--- src/rtl/cob_pkg.sv ---
package cob_pkg;

  localparam int SHAPE_DEPTH    = 4096;
  localparam int MAX_CURSOR_DIM = 64;

  localparam int SHAPE_AW = $clog2(SHAPE_DEPTH);
  // wide enough for any byte or word index the shape lookup can form
  localparam int IDX_W    = 17;

  // cursor types
  localparam logic [1:0] TYPE_COLOR  = 2'd0;
  localparam logic [1:0] TYPE_MONO   = 2'd1;
  localparam logic [1:0] TYPE_MASKED = 2'd2;
  localparam logic [1:0] TYPE_NONE   = 2'd3;

  // transaction kinds
  localparam logic ACT_WRITE = 1'b0;
  localparam logic ACT_PIXEL = 1'b1;

  // register indexes
  localparam logic [2:0] REG_TYPE   = 3'd0;
  localparam logic [2:0] REG_ENABLE = 3'd1;
  localparam logic [2:0] REG_X      = 3'd2;
  localparam logic [2:0] REG_Y      = 3'd3;
  localparam logic [2:0] REG_WIDTH  = 3'd4;
  localparam logic [2:0] REG_HEIGHT = 3'd5;
  localparam logic [2:0] REG_PITCH  = 3'd6;

  localparam logic [7:0] ALPHA_OPAQUE = 8'hFF;

  typedef struct packed {
    logic [31:0] pix;
    logic [1:0]  ctype;
    logic        cov;
    logic [1:0]  sel_a;
    logic [1:0]  sel_b;
    logic [2:0]  bit_idx;
    logic        oob_a;
    logic        oob_b;
  } cob_op_t;

  // floor(t / 255) for t below 65280
  function automatic logic [7:0] div255(input logic [16:0] t);
    logic [16:0] s;
    begin
      s = t + 17'd1 + {8'd0, t[16:8]};
      div255 = s[15:8];
    end
  endfunction

endpackage

--- src/rtl/cob_blend.sv ---
module cob_blend (
  input  cob_pkg::cob_op_t op,
  input  logic [31:0]      word_a,
  input  logic [31:0]      word_b,
  output logic [31:0]      pixel_out
);

  logic [31:0] wa;
  logic [31:0] wb;
  logic [7:0]  byte_a;
  logic [7:0]  byte_b;
  logic [31:0] and_m;
  logic [31:0] xor_m;
  logic [7:0]  alpha;
  logic [7:0]  inv_a;
  logic [31:0] blended;
  logic [15:0] prod [3];
  logic [7:0]  q [3];

  // reads past the end of the shape store give zero
  assign wa = op.oob_a ? 32'd0 : word_a;
  assign wb = op.oob_b ? 32'd0 : word_b;

  assign byte_a = wa[8*op.sel_a +: 8];
  assign byte_b = wb[8*op.sel_b +: 8];
  assign and_m  = {32{byte_a[op.bit_idx]}};
  assign xor_m  = {32{byte_b[op.bit_idx]}};

  assign alpha = wa[31:24];
  assign inv_a = 8'hFF - alpha;

  always_comb begin
    blended[31:24] = op.pix[31:24];
    for (int c = 0; c < 3; c++) begin
      prod[c] = op.pix[8*c +: 8] * inv_a;
      q[c] = cob_pkg::div255({1'b0, prod[c]} + 17'd127);
      blended[8*c +: 8] = wa[8*c +: 8] + q[c];
    end
  end

  always_comb begin
    pixel_out = op.pix;
    if (op.cov) begin
      case (op.ctype)
        cob_pkg::TYPE_MONO:   pixel_out = (op.pix & and_m) ^ xor_m;
        cob_pkg::TYPE_COLOR:  pixel_out = (alpha == cob_pkg::ALPHA_OPAQUE) ? wa : blended;
        cob_pkg::TYPE_MASKED: pixel_out = (alpha == cob_pkg::ALPHA_OPAQUE) ? (op.pix ^ wa) : wa;
        default:              pixel_out = op.pix;
      endcase
    end
  end

endmodule

--- config.mk ---
export PLATFORM = sky130hd
export DESIGN_NAME = cob_blend
export DESIGN_NICKNAME = d
export VERILOG_FILES = /design/src/rtl/cob_pkg.sv /design/src/rtl/cob_blend.sv
export SDC_FILE = /design/constraint.sdc
export NUM_CORES = 1
export LEC_CHECK = 0
export BUFFER_PORTS_ARGS = -buffer_cell sky130_fd_sc_hd__buf_2
export CAP_MARGIN = 20
export CORE_ASPECT_RATIO = 1.4
export CORE_MARGIN = 4
export CORE_UTILIZATION = 55
export DETAILED_ROUTE_END_ITERATION = 10
export PLACE_DENSITY = 0.76
export SLEW_MARGIN = 20
export SYNTH_ARGS = -nofsm -noshare
export SYNTH_HDL_FRONTEND = slang
export SYNTH_SLANG_ARGS = --single-unit
--- constraint.sdc ---
create_clock -name vclk -period 12.98
set_input_delay 1.298 -clock vclk [all_inputs]
set_output_delay 1.298 -clock vclk [all_outputs]
set_load 0.01 [all_outputs]
==> impl_metrics.tcl <==
set metrics [dict create \
    areaGrowthSynthToFinish_pct 6.66 \
    routedWlPerCell_um 17.9 \
    grt_pass1_wl_mm 54.9 \
    setup_slack_ns 0.856 \
    gp_congestion 0.963 \
    fillers 1872 \
    critPathMostFrequentCell "fa_1" \
    cpPeakStageDelay_ns 0.93 \
    portBuffers 140 \
    drive_above_1_share_pct 12.0 \
    grt_pass1_vias 11500 \
    tightestPinTransition_ns 1.12 \
    viasPerCell 6.07 \
    grt_overflow_total 0 \
    slew_headroom_pct 25.6 \
    hold_slack_ns 2.97 \
    cts_resized 0 \
    rsz0062_at_grt "false" \
    multi_input_area_um2 10600 \
    cp_slowest_cell "nand2b_1" \
    dpl.hpwl_mm 27.5 \
    cp_max_fo 38 \
    cp_num_buf_inv 5 \
    yosys_warnings 0 \
    totalWireLength_mm 33.3 \
    antenna_cells 0 \
    seqCellArea_um2 0 \
    ys_seq_area_share_pct 0 \
    core_um2 20700 \
    syn_inst 1535 \
    grt_max_degree 41 \
    fin_crit_sh_pct 93.4 \
    grt_use_total_pct 27.4 \
    cp.required_ns 11.68 \
    worstSetupEndpointType "output pin" \
    final.min_clock_period_ns 12.12 \
    finalSetupViolCount 0 \
    antenna_found_initial 0 \
    min-delay-path-class "input port to output pin" \
    ant_nets 0 \
    cp-start-kind "input port" \
    start_util_pct 56.6 \
    tns_ns 0 \
    vias 11300 \
    drtIter0Drc 637 \
    rows 62 \
    nNetsFinal 1995 \
    fmaxAchievable_ghz 0.0825 \
    synthesis.area_um2 11700 \
    critPathTopFamily "adder cells" \
    synth.distinct_cells 74 \
    n_clock_buffer 0 \
    seq_cells 0 \
    drv_cap 0 \
    die_w_um 131 \
    post_cts_buffers 0 \
    final_hold_viol_count 0 \
    cts_hold_buf 0 \
    synth_nets 1928 \
    die_y_um 181 \
    status "completed" \
    drv_slew 0 \
    critical_path_arrival_ns 10.83 \
    crit_type "input port to output pin" \
    syn_area_per_cell_um2 7.63 \
    post-place-ws_ns 1.01 \
    fin_util_pct 60.3 \
    die_area_um2 23700 \
    route.detailed.drc 0 \
    dr.pass1.iters 7 \
    io_pins 140 \
]
-- path summary, 6_finish.rpt --
path	slack [ns]	from	cells after the start	end
min	2.97	op[43]	3	pixel_out[31]
max	0.86	op[1]	37	pixel_out[7]
-- worst min-delay path, delay by kind of cell --
family	cells	cell delay, ns
buffers and inverters	2	0.23
AO/OA/AOI/OAI	1	0.14
-- final cells by class --
cell class / instances / area share, %
multi-input cells: 1240 / 84.9
repair buffers: 152 / 6.33
inverters: 208 / 6.25
well taps: 256 / 2.56
-- metrics by stage --
step | instance area [µm²] | cells
3_5_place_dp | 12500 | 1856
2_1_floorplan | 11700 | 1535
5_1_grt | 12500 | 1856
4_1_cts | 12500 | 1856
3_3_place_gp | 12500 | 1856
6_report | 12500 | 1856
-- kinds of logic after synthesis --
family / synth area share (%)
AND/OR/NAND/NOR: 23.0
AO/OA/AOI/OAI: 18.7
buffers and inverters: 9.53
adder cells (fa/ha/maj): 38.8
XOR/XNOR: 5.95
multiplexers: 4.01
-- per-layer routing --
| layer | GRT usage [%] | part of all wire, % | up-vias |
|---|---|---|---|
| met2 | 51.6 | 52 | 420 |
| met5 | 0 | 0 | - |
| met1 | 32.0 | 37 | 5421 |
| met4 | 11.7 | 4.7 | 0 |
| met3 | 1.98 | 6.0 | 116 |
| li1 | - | - | 5306 |
-- cell usage in the layout, fill, tap and decap left out, types with 7 or more instances in the layout --
cell type  synthesis  routed
a211oi_1          13      13
a21o_1            28      28
a21oi_1           94      94
a221oi_1           8       8
a22o_1            12      12
a31oi_1           17      17
and2_1           126     126
and3_1            14      14
buf_2              8     140
buf_4              0      12
fa_1             129     129
ha_1             156     156
inv_1            208     208
mux4_2            20      20
nand2_1          141     141
nand2b_1          32      32
nand3_1           20      20
nand4_1            8       8
nor2_1            81      81
nor2b_1           36      36
nor3_1            23      23
o211ai_1           7       7
o21a_1            13      13
o21ai_0           53      53
o21bai_1           7       7
o22a_1             8       8
o22ai_1           24      24
or2_2              8       8
xnor2_1           56      56
xor2_1            21      21
-- Yosys cell counts, types with 21 or more instances --
library cell | n | area [µm²]
inv_1 | 208 | 781
ha_1 | 156 | 1950
nand2_1 | 141 | 529
fa_1 | 129 | 2580
and2_1 | 126 | 788
a21oi_1 | 94 | 470
nor2_1 | 81 | 304
clkbuf_1 | 76 | 285
xnor2_1 | 56 | 490
o21ai_0 | 53 | 265
nor2b_1 | 36 | 225
nand2b_1 | 32 | 200
a21o_1 | 28 | 210
o22ai_1 | 24 | 150
nor3_1 | 23 | 115
xor2_1 | 21 | 184
Power is left out: the tool's default activity adds up to more than one toggle a clock period on the data nets, which glitch-free logic cannot reach.
